===== config.mk =====
export PLATFORM = sky130hd
export DESIGN_NAME = integer_literal_parser
export DESIGN_NICKNAME = d
export VERILOG_FILES = /design/src/rtl/ilp_pkg.sv /design/src/rtl/integer_literal_parser.sv
export SDC_FILE = /design/constraint.sdc
export NUM_CORES = 1
export LEC_CHECK = 0
export CAP_MARGIN = 5
export CORE_AREA = 2 2 198 103
export DETAILED_ROUTE_END_ITERATION = 8
export DIE_AREA = 0 0 200 105
export DONT_BUFFER_PORTS = 1
export PLACE_DENSITY = 0.61
export RECOVER_POWER = 25
export SLEW_MARGIN = 20
export SYNTH_ARGS = -nofsm -noshare
export SYNTH_HDL_FRONTEND = slang
export SYNTH_SLANG_ARGS = --single-unit

===== constraint.sdc =====
create_clock -name clock -period 5.8 [get_ports clock]
set_input_delay 1.16 -clock clock [delete_from_list [all_inputs] [get_ports clock]]
set_output_delay 1.16 -clock clock [all_outputs]
set_load 0.02 [all_outputs]

===== src/rtl/ilp_pkg.sv =====
// ----------------------------------------------------------------------------
// ilp_pkg
// Shared types and constants for the integer literal parser: transaction
// payloads, radix and status codes, character codes.
// ----------------------------------------------------------------------------
package ilp_pkg;

   localparam int VALUE_WIDTH = 32;
   localparam int PROD_WIDTH  = VALUE_WIDTH + 4;

   // Largest positive magnitude, 2^(VALUE_WIDTH-1)-1, at product width
   localparam logic [PROD_WIDTH-1:0] VALUE_MAX =
      {{(PROD_WIDTH-VALUE_WIDTH+1){1'b0}}, {(VALUE_WIDTH-1){1'b1}}};

   // radix / base_code
   localparam logic [1:0] RADIX_DEC = 2'd0;
   localparam logic [1:0] RADIX_HEX = 2'd1;
   localparam logic [1:0] RADIX_BIN = 2'd2;
   localparam logic [1:0] RADIX_OCT = 2'd3;

   // status
   localparam logic [2:0] STATUS_OK        = 3'd0;
   localparam logic [2:0] STATUS_EMPTY     = 3'd1;
   localparam logic [2:0] STATUS_NO_DIGITS = 3'd2;
   localparam logic [2:0] STATUS_INVALID   = 3'd3;
   localparam logic [2:0] STATUS_RANGE     = 3'd4;

   // characters
   localparam logic [7:0] CHAR_MINUS   = 8'h2D;
   localparam logic [7:0] CHAR_ZERO    = 8'h30;
   localparam logic [7:0] CHAR_NINE    = 8'h39;
   localparam logic [7:0] CHAR_LOWER_A = 8'h61;
   localparam logic [7:0] CHAR_LOWER_F = 8'h66;
   localparam logic [7:0] CHAR_UPPER_A = 8'h41;
   localparam logic [7:0] CHAR_UPPER_F = 8'h46;
   localparam logic [7:0] CHAR_LOWER_X = 8'h78;
   localparam logic [7:0] CHAR_UPPER_X = 8'h58;
   localparam logic [7:0] CHAR_LOWER_B = 8'h62;
   localparam logic [7:0] CHAR_UPPER_B = 8'h42;

   localparam logic [7:0] COUNT_MAX = 8'hFF;

   typedef struct packed {
      logic [7:0] ch;
      logic       end_of_text;
   } req_payload_type;

   typedef struct packed {
      logic signed [VALUE_WIDTH-1:0] value;
      logic [2:0]                    status;
      logic [1:0]                    base_code;
      logic [7:0]                    consumed;
   } rsp_payload_type;

endpackage


===== src/rtl/integer_literal_parser.sv =====
// ----------------------------------------------------------------------------
// integer_literal_parser
// Parses one signed C-style integer literal from a character stream and
// returns value, status, base and characters consumed for each number.
// ----------------------------------------------------------------------------
// A character that ends a number shows its result in the next cycle.
// Throughput: one character per cycle; the parse state updates in a single
// pass (shift or times-ten add plus range compare) each accepted transaction.
// A one-entry result register decouples the sides; input stalls only while
// that register is full and the result side stalls.
// Reset (synchronous, active high): parser waits for a first character,
// result register empty.
module integer_literal_parser
   import ilp_pkg::*;
(
   input  logic            clock,
   input  logic            reset,
   input  logic            req_valid,
   output logic            req_stall,
   input  req_payload_type req_payload,
   output logic            rsp_valid,
   input  logic            rsp_stall,
   output rsp_payload_type rsp_payload
);

   typedef enum logic [1:0] {
      PH_WAIT,
      PH_MINUS,
      PH_ZERO,
      PH_DIGITS
   } phase_type;

   // Parse state
   phase_type              phase_ff, phase_in;
   logic                   negative_ff, negative_in;
   logic [1:0]             radix_ff, radix_in;
   logic [VALUE_WIDTH-1:0] acc_ff, acc_in;
   logic                   ovf_ff, ovf_in;
   logic                   seen_ff, seen_in;
   logic [1:0]             prefix_ff, prefix_in;
   logic [7:0]             count_ff, count_in;

   // Result register
   logic                   rsp_valid_ff;
   rsp_payload_type        rsp_data_ff, rsp_data_in;

   logic                   req_accept;
   logic                   emit;

   // Digit decode
   logic                   is_hex;
   logic [3:0]             digit;
   logic                   digit_ok;
   logic [PROD_WIDTH-1:0]  acc_wide;
   logic [PROD_WIDTH-1:0]  product;

   // Working values inside the combinational pass
   logic                   do_take;
   logic                   do_finish;
   logic [2:0]             emit_status;
   logic [8:0]             emit_count;
   logic [8:0]             lead;
   logic [VALUE_WIDTH-1:0] emit_value;

   // Result slot is free when empty or being drained this cycle
   assign req_stall  = rsp_valid_ff && rsp_stall;
   assign req_accept = req_valid && !req_stall;

   assign rsp_valid   = rsp_valid_ff;
   assign rsp_payload = rsp_data_ff;

   // Hex digit decode of the incoming character
   always_comb begin
      is_hex = 1'b1;
      digit  = 4'd0;
      if (req_payload.ch >= CHAR_ZERO && req_payload.ch <= CHAR_NINE) begin
         digit = 4'(req_payload.ch - CHAR_ZERO);
      end else if (req_payload.ch >= CHAR_LOWER_A && req_payload.ch <= CHAR_LOWER_F) begin
         digit = 4'(req_payload.ch - CHAR_LOWER_A + 8'd10);
      end else if (req_payload.ch >= CHAR_UPPER_A && req_payload.ch <= CHAR_UPPER_F) begin
         digit = 4'(req_payload.ch - CHAR_UPPER_A + 8'd10);
      end else begin
         is_hex = 1'b0;
      end
   end

   assign acc_wide = {{(PROD_WIDTH-VALUE_WIDTH){1'b0}}, acc_ff};
   assign lead     = {8'd0, negative_ff} + {7'd0, prefix_ff};

   // Main parse step
   always_comb begin
      phase_in    = phase_ff;
      negative_in = negative_ff;
      radix_in    = radix_ff;
      acc_in      = acc_ff;
      ovf_in      = ovf_ff;
      seen_in     = seen_ff;
      prefix_in   = prefix_ff;
      count_in    = count_ff;
      do_take     = 1'b0;
      do_finish   = 1'b0;
      emit        = 1'b0;
      emit_status = STATUS_OK;
      emit_count  = 9'd0;
      digit_ok    = 1'b0;
      product     = '0;

      case (phase_ff)
         PH_WAIT: begin
            if (req_payload.end_of_text) begin
               emit        = 1'b1;
               emit_status = STATUS_EMPTY;
               emit_count  = 9'd0;
            end else if (req_payload.ch == CHAR_MINUS) begin
               negative_in = 1'b1;
               phase_in    = PH_MINUS;
            end else if (req_payload.ch == CHAR_ZERO) begin
               phase_in = PH_ZERO;
            end else begin
               radix_in = RADIX_DEC;
               phase_in = PH_DIGITS;
               do_take  = 1'b1;
            end
         end
         PH_MINUS: begin
            if (req_payload.end_of_text) begin
               // lone minus
               emit        = 1'b1;
               emit_status = STATUS_EMPTY;
               emit_count  = {8'd0, negative_ff};
            end else if (req_payload.ch == CHAR_ZERO) begin
               phase_in = PH_ZERO;
            end else begin
               radix_in = RADIX_DEC;
               phase_in = PH_DIGITS;
               do_take  = 1'b1;
            end
         end
         PH_ZERO: begin
            if (req_payload.end_of_text) begin
               // lone zero is decimal 0
               radix_in  = RADIX_DEC;
               seen_in   = 1'b1;
               count_in  = 8'd1;
               do_finish = 1'b1;
            end else begin
               phase_in = PH_DIGITS;
               if (req_payload.ch == CHAR_LOWER_X || req_payload.ch == CHAR_UPPER_X) begin
                  radix_in  = RADIX_HEX;
                  prefix_in = 2'd2;
               end else if (req_payload.ch == CHAR_LOWER_B ||
                            req_payload.ch == CHAR_UPPER_B) begin
                  radix_in  = RADIX_BIN;
                  prefix_in = 2'd2;
               end else begin
                  // the leading zero counts as an octal digit
                  radix_in = RADIX_OCT;
                  seen_in  = 1'b1;
                  count_in = 8'd1;
                  do_take  = 1'b1;
               end
            end
         end
         PH_DIGITS: begin
            if (req_payload.end_of_text) begin
               do_finish = 1'b1;
            end else begin
               do_take = 1'b1;
            end
         end
         default: begin
            phase_in = PH_WAIT;
         end
      endcase

      // Accumulate one digit in the base now in effect
      if (do_take) begin
         case (radix_in)
            RADIX_HEX: begin
               digit_ok = 1'b1;
               product  = (acc_wide << 4) + PROD_WIDTH'(digit);
            end
            RADIX_BIN: begin
               digit_ok = (digit < 4'd2);
               product  = (acc_wide << 1) + PROD_WIDTH'(digit);
            end
            RADIX_OCT: begin
               digit_ok = (digit < 4'd8);
               product  = (acc_wide << 3) + PROD_WIDTH'(digit);
            end
            default: begin
               digit_ok = (digit < 4'd10);
               product  = (acc_wide << 3) + (acc_wide << 1) + PROD_WIDTH'(digit);
            end
         endcase

         if (!is_hex) begin
            // non-hex character ends the number and is dropped
            do_finish = 1'b1;
         end else if (!digit_ok) begin
            emit        = 1'b1;
            emit_status = STATUS_INVALID;
            emit_count  = lead + {1'b0, count_in};
         end else begin
            if (!ovf_ff) begin
               if (product > VALUE_MAX) begin
                  ovf_in = 1'b1;
               end else begin
                  acc_in = product[VALUE_WIDTH-1:0];
               end
            end
            seen_in = 1'b1;
            if (count_in != COUNT_MAX) begin
               count_in = count_in + 8'd1;
            end
         end
      end

      if (do_finish) begin
         emit = 1'b1;
         if (!seen_in) begin
            emit_status = STATUS_NO_DIGITS;
            emit_count  = lead;
         end else if (ovf_ff) begin
            emit_status = STATUS_RANGE;
            emit_count  = lead;
         end else begin
            emit_status = STATUS_OK;
            emit_count  = lead + {1'b0, count_in};
         end
      end

      if (emit_status == STATUS_OK) begin
         emit_value = negative_ff ? (~acc_ff + 1'b1) : acc_ff;
      end else begin
         emit_value = '0;
      end

      rsp_data_in.value     = emit_value;
      rsp_data_in.status    = emit_status;
      rsp_data_in.base_code = radix_in;
      rsp_data_in.consumed  = emit_count[8] ? COUNT_MAX : emit_count[7:0];

      // every result restarts the parser
      if (emit) begin
         phase_in    = PH_WAIT;
         negative_in = 1'b0;
         radix_in    = RADIX_DEC;
         acc_in      = '0;
         ovf_in      = 1'b0;
         seen_in     = 1'b0;
         prefix_in   = 2'd0;
         count_in    = 8'd0;
      end
   end

   always_ff @(posedge clock) begin
      if (reset) begin
         phase_ff     <= PH_WAIT;
         negative_ff  <= 1'b0;
         radix_ff     <= RADIX_DEC;
         acc_ff       <= '0;
         ovf_ff       <= 1'b0;
         seen_ff      <= 1'b0;
         prefix_ff    <= 2'd0;
         count_ff     <= 8'd0;
         rsp_valid_ff <= 1'b0;
         rsp_data_ff  <= '0;
      end else begin
         if (!rsp_stall) begin
            rsp_valid_ff <= 1'b0;
         end
         if (req_accept) begin
            phase_ff    <= phase_in;
            negative_ff <= negative_in;
            radix_ff    <= radix_in;
            acc_ff      <= acc_in;
            ovf_ff      <= ovf_in;
            seen_ff     <= seen_in;
            prefix_ff   <= prefix_in;
            count_ff    <= count_in;
            if (emit) begin
               rsp_valid_ff <= 1'b1;
               rsp_data_ff  <= rsp_data_in;
            end
         end
      end
   end

endmodule


-- Word-level counts from Yosys, hierarchy flattened
Index checks and enable logic that the tools add are counted.
W data, S select, Z words.
- register bits: 95
- input port bits: 13
- output and inout port bits: 47
- word-level logic and storage cells: 188
- bitwise logic cells: 1
- $lt $le $gt $ge: 10
- eq/ne operators: 19
- multiplexer cells: 104
- reduce and logical (&&, ||, !) cells: 26
- $add $sub $neg: 15
- operators by type and width (operator ; count):
    $mux W32 ; 8
    $pmux W36 S3 ; 1
    $mux W8 ; 10
    $add A36 B4 Y36 ; 2
    $mux W9 ; 6
    $mux W1 ; 48
    $add A35 B33 Y36 ; 1
    $add A35 B4 Y36 ; 1
    $gt A36 B31 Y1 const B ; 1
    $mux W36 ; 1
    $add A33 B4 Y34 ; 1
    $mux W2 ; 17
    $add A32 B1 Y32 const B ; 1
    $eq A8 B7 Y1 const B ; 4
    $not A32 Y32 ; 1
    $add A3 B8 Y9 ; 2
    $mux W3 ; 6
    $eq A8 B6 Y1 const B ; 2
    $ge A8 B7 Y1 const B ; 2
    $le A8 B7 Y1 const B ; 2
    $mux W4 ; 3
    $pmux W2 S3 ; 2
    $reduce_and A4 Y1 ; 3
    $reduce_bool A2 Y1 ; 6
    27 further kinds ; 44

-- Depth between registers and ports, before layout
- word-level depth: 17
- depth in mapped cells: 19
- mapped depth without buffers: 19

-- Worst setup path before layout
Ideal clock, no wire load.
- kind: input -> register
- start point: input req_payload[2] (netlist name)
- end point: register acc_ff[0]
- arrival: 5.269 ns
- path slack: 0.404 ns
- cell stages on the path: 19
- data required time: 5.674 ns
- path buffers: 1
- library setup time: 0.126 ns
- cell sequence: inv_1 -> ha_1 -> nand2b_1 -> o211a_1 -> o21bai_1 -> inv_1 -> fa_1 -> ha_1 -> a21oi_1 -> or3b_2 -> a21boi_0 -> nor4b_1 -> o22ai_1 -> o41ai_1 -> mux2_2 -> o31ai_1 -> a31oi_2 -> buf_2 -> mux2i_1
- cells in the longest elaborated chain, start to end: 15
- elaborated cells on any way between the ends: 77
- classes of those cells: add/sub (9); order compare (10); eq/ne (11); mux (38); reduce/logical (9)
- ends and longest elaborated chain (item ; line ; source):
    from (decl) ; integer_literal_parser.sv:20 ; input req_payload_type req_payload,
    parallel branches: the longest is 15 deep, another holds $add A36 B4 Y36 ; n/a ;
    to (signal assigned) ; integer_literal_parser.sv:277 ; acc_ff <= acc_in;
    to (decl) ; integer_literal_parser.sv:37 ; logic [VALUE_WIDTH-1:0] acc_ff, acc_in;
Parallel ways; which one is timed is not known. The select of a mux whose other input is x is not followed.
A chain may end at the register's enable or synchronous reset.

-- Worst setup path in the final report
- start point: input req_payload[2] (netlist name)
- end point: register acc_ff[4]
Same word-level chain as after synthesis.

==> impl_metrics.yaml <==
run_status:
  status: "complete, no violations"
placement:
  dpl_worst_slack_ps: -151
  hpwl_um: 24100
  gp_congestion: 0.947
  port_buffers: 0
route:
  drt-initial-drc-count: 970
  drc_errors: 0
  drtAntennaViolNets: 0
  vias: 9440
  firstDrtPassIters: 5
  wl_um: 32200
  drt-wirelength-per-cell_um: 21.6
  viasPerCell: 6.35
finish:
  drive_above_1_share: 0.0917
  fill_cells: 1839
  layout_common_cells: "159 x nand2_1, 94 x dfxtp_1, 83 x a21oi_1"
  regArea_um2: 1880
  final_net_count: 1314
  final_common_cell: "nand2_1"
  n_antenna_cell: 0
  multi_input_area_um2: 7120
  area.growth.synth_to_final_pct: 8.19
yosys:
  ys_types: 84
  synth_edf_count: 0
  yosysWarningCount: 0
  ys_ff_latch: 94
  async_reset_ff_frac: 0
  synth_flop_cell: "dfxtp_1"
  syn-num-nets: 1335
  seq_area_frac_synth: 0.200
  synth_cells: 1237
  syn_area_per_cell_um2: 7.62
  synth_area_um2: 9420
pwr:
  p_leak_nw: 4.21
  vdd_ir_drop_max_uv: 135
  p_per_area_nw_per_um2: 149
sta:
  max_freq_mhz: 179
  layout_worst_path_cycle_share: 0.961
  worst_slack_ps: 228
  rsz0062_at_grt: "false"
  hold_ws_ps: 450
  finalSetupViolCount: 0
  hold_viol_final: 0
  relSlewSlack: 0.393
  worst_pin_slew_ps: 905
  skew_ps: 6.91
  slew_viol_final: 0
  min_period_ps: 5570
floorplanning:
  initial_core_util: 0.492
  rows: 36
  io_pins: 60
  die_area_um2: 21000
  die_x_um: 200
  core_area_um2: 19100
  die_h_um: 105
global_routing:
  grt_first_pass_wirelength_um: 49800
  first_global_vias: 8376
  grt_start_max_net_pins: 55
  gr-total-overflow: 0
  grt_usage: 0.305
  antenna_found_initial: 0
worst_setup_path:
  path_cells: "inv_1 -> ha_1 -> nand2b_1 -> buf_4 -> and4_1 -> a211o_1 -> ha_1 -> ha_1 -> fa_1 -> a21oi_1 -> o21ai_0 -> a221oi_1 -> buf_4 -> nor4_2 -> nor2_1 -> o21ai_0 -> mux2i_1 -> o31ai_1 -> buf_4 -> a31oi_4 -> buf_12 -> mux2i_1"
  start_kind: "primary input"
  end_kind: "register"
  critPathSlowestCell: "nor4_2"
  crit_start: "req_payload[2]"
  crit_fanout: 19
  cpPeakStageDelay_ps: 460
  critical_path_class: "primary input to register"
  cp_data_required_time_ps: 6080
  worst_ep_arrival_time_ps: 5850
  r2r_start: "acc_ff[6]$_SDFFE_PP0P_"
cts:
  ctsHtreeMaxLevel: 3
  clockBufferDepth: 2
  clock-sinks: 94
  postCtsSetupRepairBufs: 0
  cts-buffers-inserted: 9
  cts-resized-gates: 0
  cts_root_buffer: "clkbuf_16"
  ctsHoldBuffers: 0
  clk_pin_slew_ps: 70
  cts_tree: "yes"
  clkLatencyLatePin_ps: 350
worst_hold_path:
  min_from: "seen_ff$_SDFFE_PP0P_"
  hold_class: "register to register"
flow_run:
  cap_violations: 0
## registers in the layout, indices dropped and copies added, names as in the netlist
name and cells:
acc_ff 32, count_ff 8, negative_ff 1, ovf_ff 1
phase_ff 2, prefix_ff 1, radix_ff 2, rsp_payload 45
rsp_valid 1, seen_ff 1
## routing by layer
metal / part of all wire / track usage
met5: 0 / 0
met4: 0.0092 / 0.0423
met3: 0.12 / 0.100
met2: 0.36 / 0.379
met1: 0.51 / 0.493
## worst max-delay path, delay by kind of cell
kind / cells / cell delay [ps]
adder cells (fa/ha/maj): 4 / 910
AND/OR/NAND/NOR: 4 / 970
multiplexers: 2 / 450
buffers and inverters: 5 / 770
AO/OA/AOI/OAI: 7 / 1570
## through the flow
stage               cell area, µm²  utilization  setup TNS [ps]  power (mW)  std cells
finish                       10200        0.533               0        1.51       1487
global placement              9860        0.515               0       0.877       1471
CTS                          10200        0.532               0        1.52       1487
floorplan                     9420            -               0       0.814       1237
detailed placement            9860        0.515           -3020       0.877       1471
global route                 10200        0.533               0        1.56       1487
## final timing paths
check | end | slack (ps) | cells past startpoint
worst max-delay path | acc_ff[4]$_SDFFE_PP0P_ | 230 | 22
worst min register to register | seen_ff$_SDFFE_PP0P_ | 450 | 2
worst max register to register | acc_ff[4]$_SDFFE_PP0P_ | 1190 | 15
worst min-delay path | seen_ff$_SDFFE_PP0P_ | 450 | 2
## area by class of cell
class,instances,share of cell area
Clock buffer,12,0.0261
Clock inverter,4,0.00528
Inverter,25,0.00920
Multi-Input combinational cell,1030,0.698
Sequential cell,94,0.185
Tap cell,266,0.0326
Timing Repair Buffer,56,0.0437
## logic make-up after synthesis
group / synth area share
AOI/OAI and AO/OA: 0.252
xor gates and xnor gates: 0.0957
adders and majority gates: 0.117
buffers and inverters: 0.0474
DFF: 0.200
muxes: 0.0506
and+or+nand+nor: 0.238
## power by group
group / switching [mW] / internal [mW] / leakage, nW / total (mW)
registers: 0.0203 / 0.655 / 0.759 / 0.675
clock network: 0.275 / 0.371 / 0.151 / 0.646
logic: 0.126 / 0.0673 / 3.30 / 0.194
total: 0.422 / 1.09 / 4.21 / 1.51
## synth_stat cells, types with 4 or more instances
library cell    n  area [µm²]
dfxtp_1        94        1880
buf_1          11        41.3
o41ai_1         5        43.8
and3_1         14        87.6
o22a_1          4        35.0
a311oi_1        4        35.0
nor3b_1         7        52.6
clkbuf_1       64         240
nand3_1        45         225
nor2b_1         7        43.8
buf_2          12        60.1
o311ai_0        4        35.0
a22o_1         33         289
or2_2           4        25.0
fa_1            5         100
or4_4           4        45.0
nand4_1        25         156
nand2_1       161         604
mux2_2          4        45.0
inv_1          24        90.1
ha_1           80        1000
o21ai_1         6        30.0
nor2_1         78         293
a21o_1         17         128
or3_1          13        81.3
or4_1           4        30.0
nor4_1         12        75.1
o21bai_1        5        37.5
mux2i_1        42         420
a21boi_0        4        30.0
o21ai_0        57         285
xor2_1         41         359
a31oi_1        12        75.1
and2_1         13        81.3
nor3_1         29         145
nand2b_1        9        56.3
a21oi_1        83         415
xnor2_1        62         543
o21a_1          8        60.1
a31o_2          5        43.8
a211oi_1       14         105
o31ai_1        11        82.6
a22oi_1        10        75.1
o211ai_1       31         233
(Power assumes the default switching activity.)
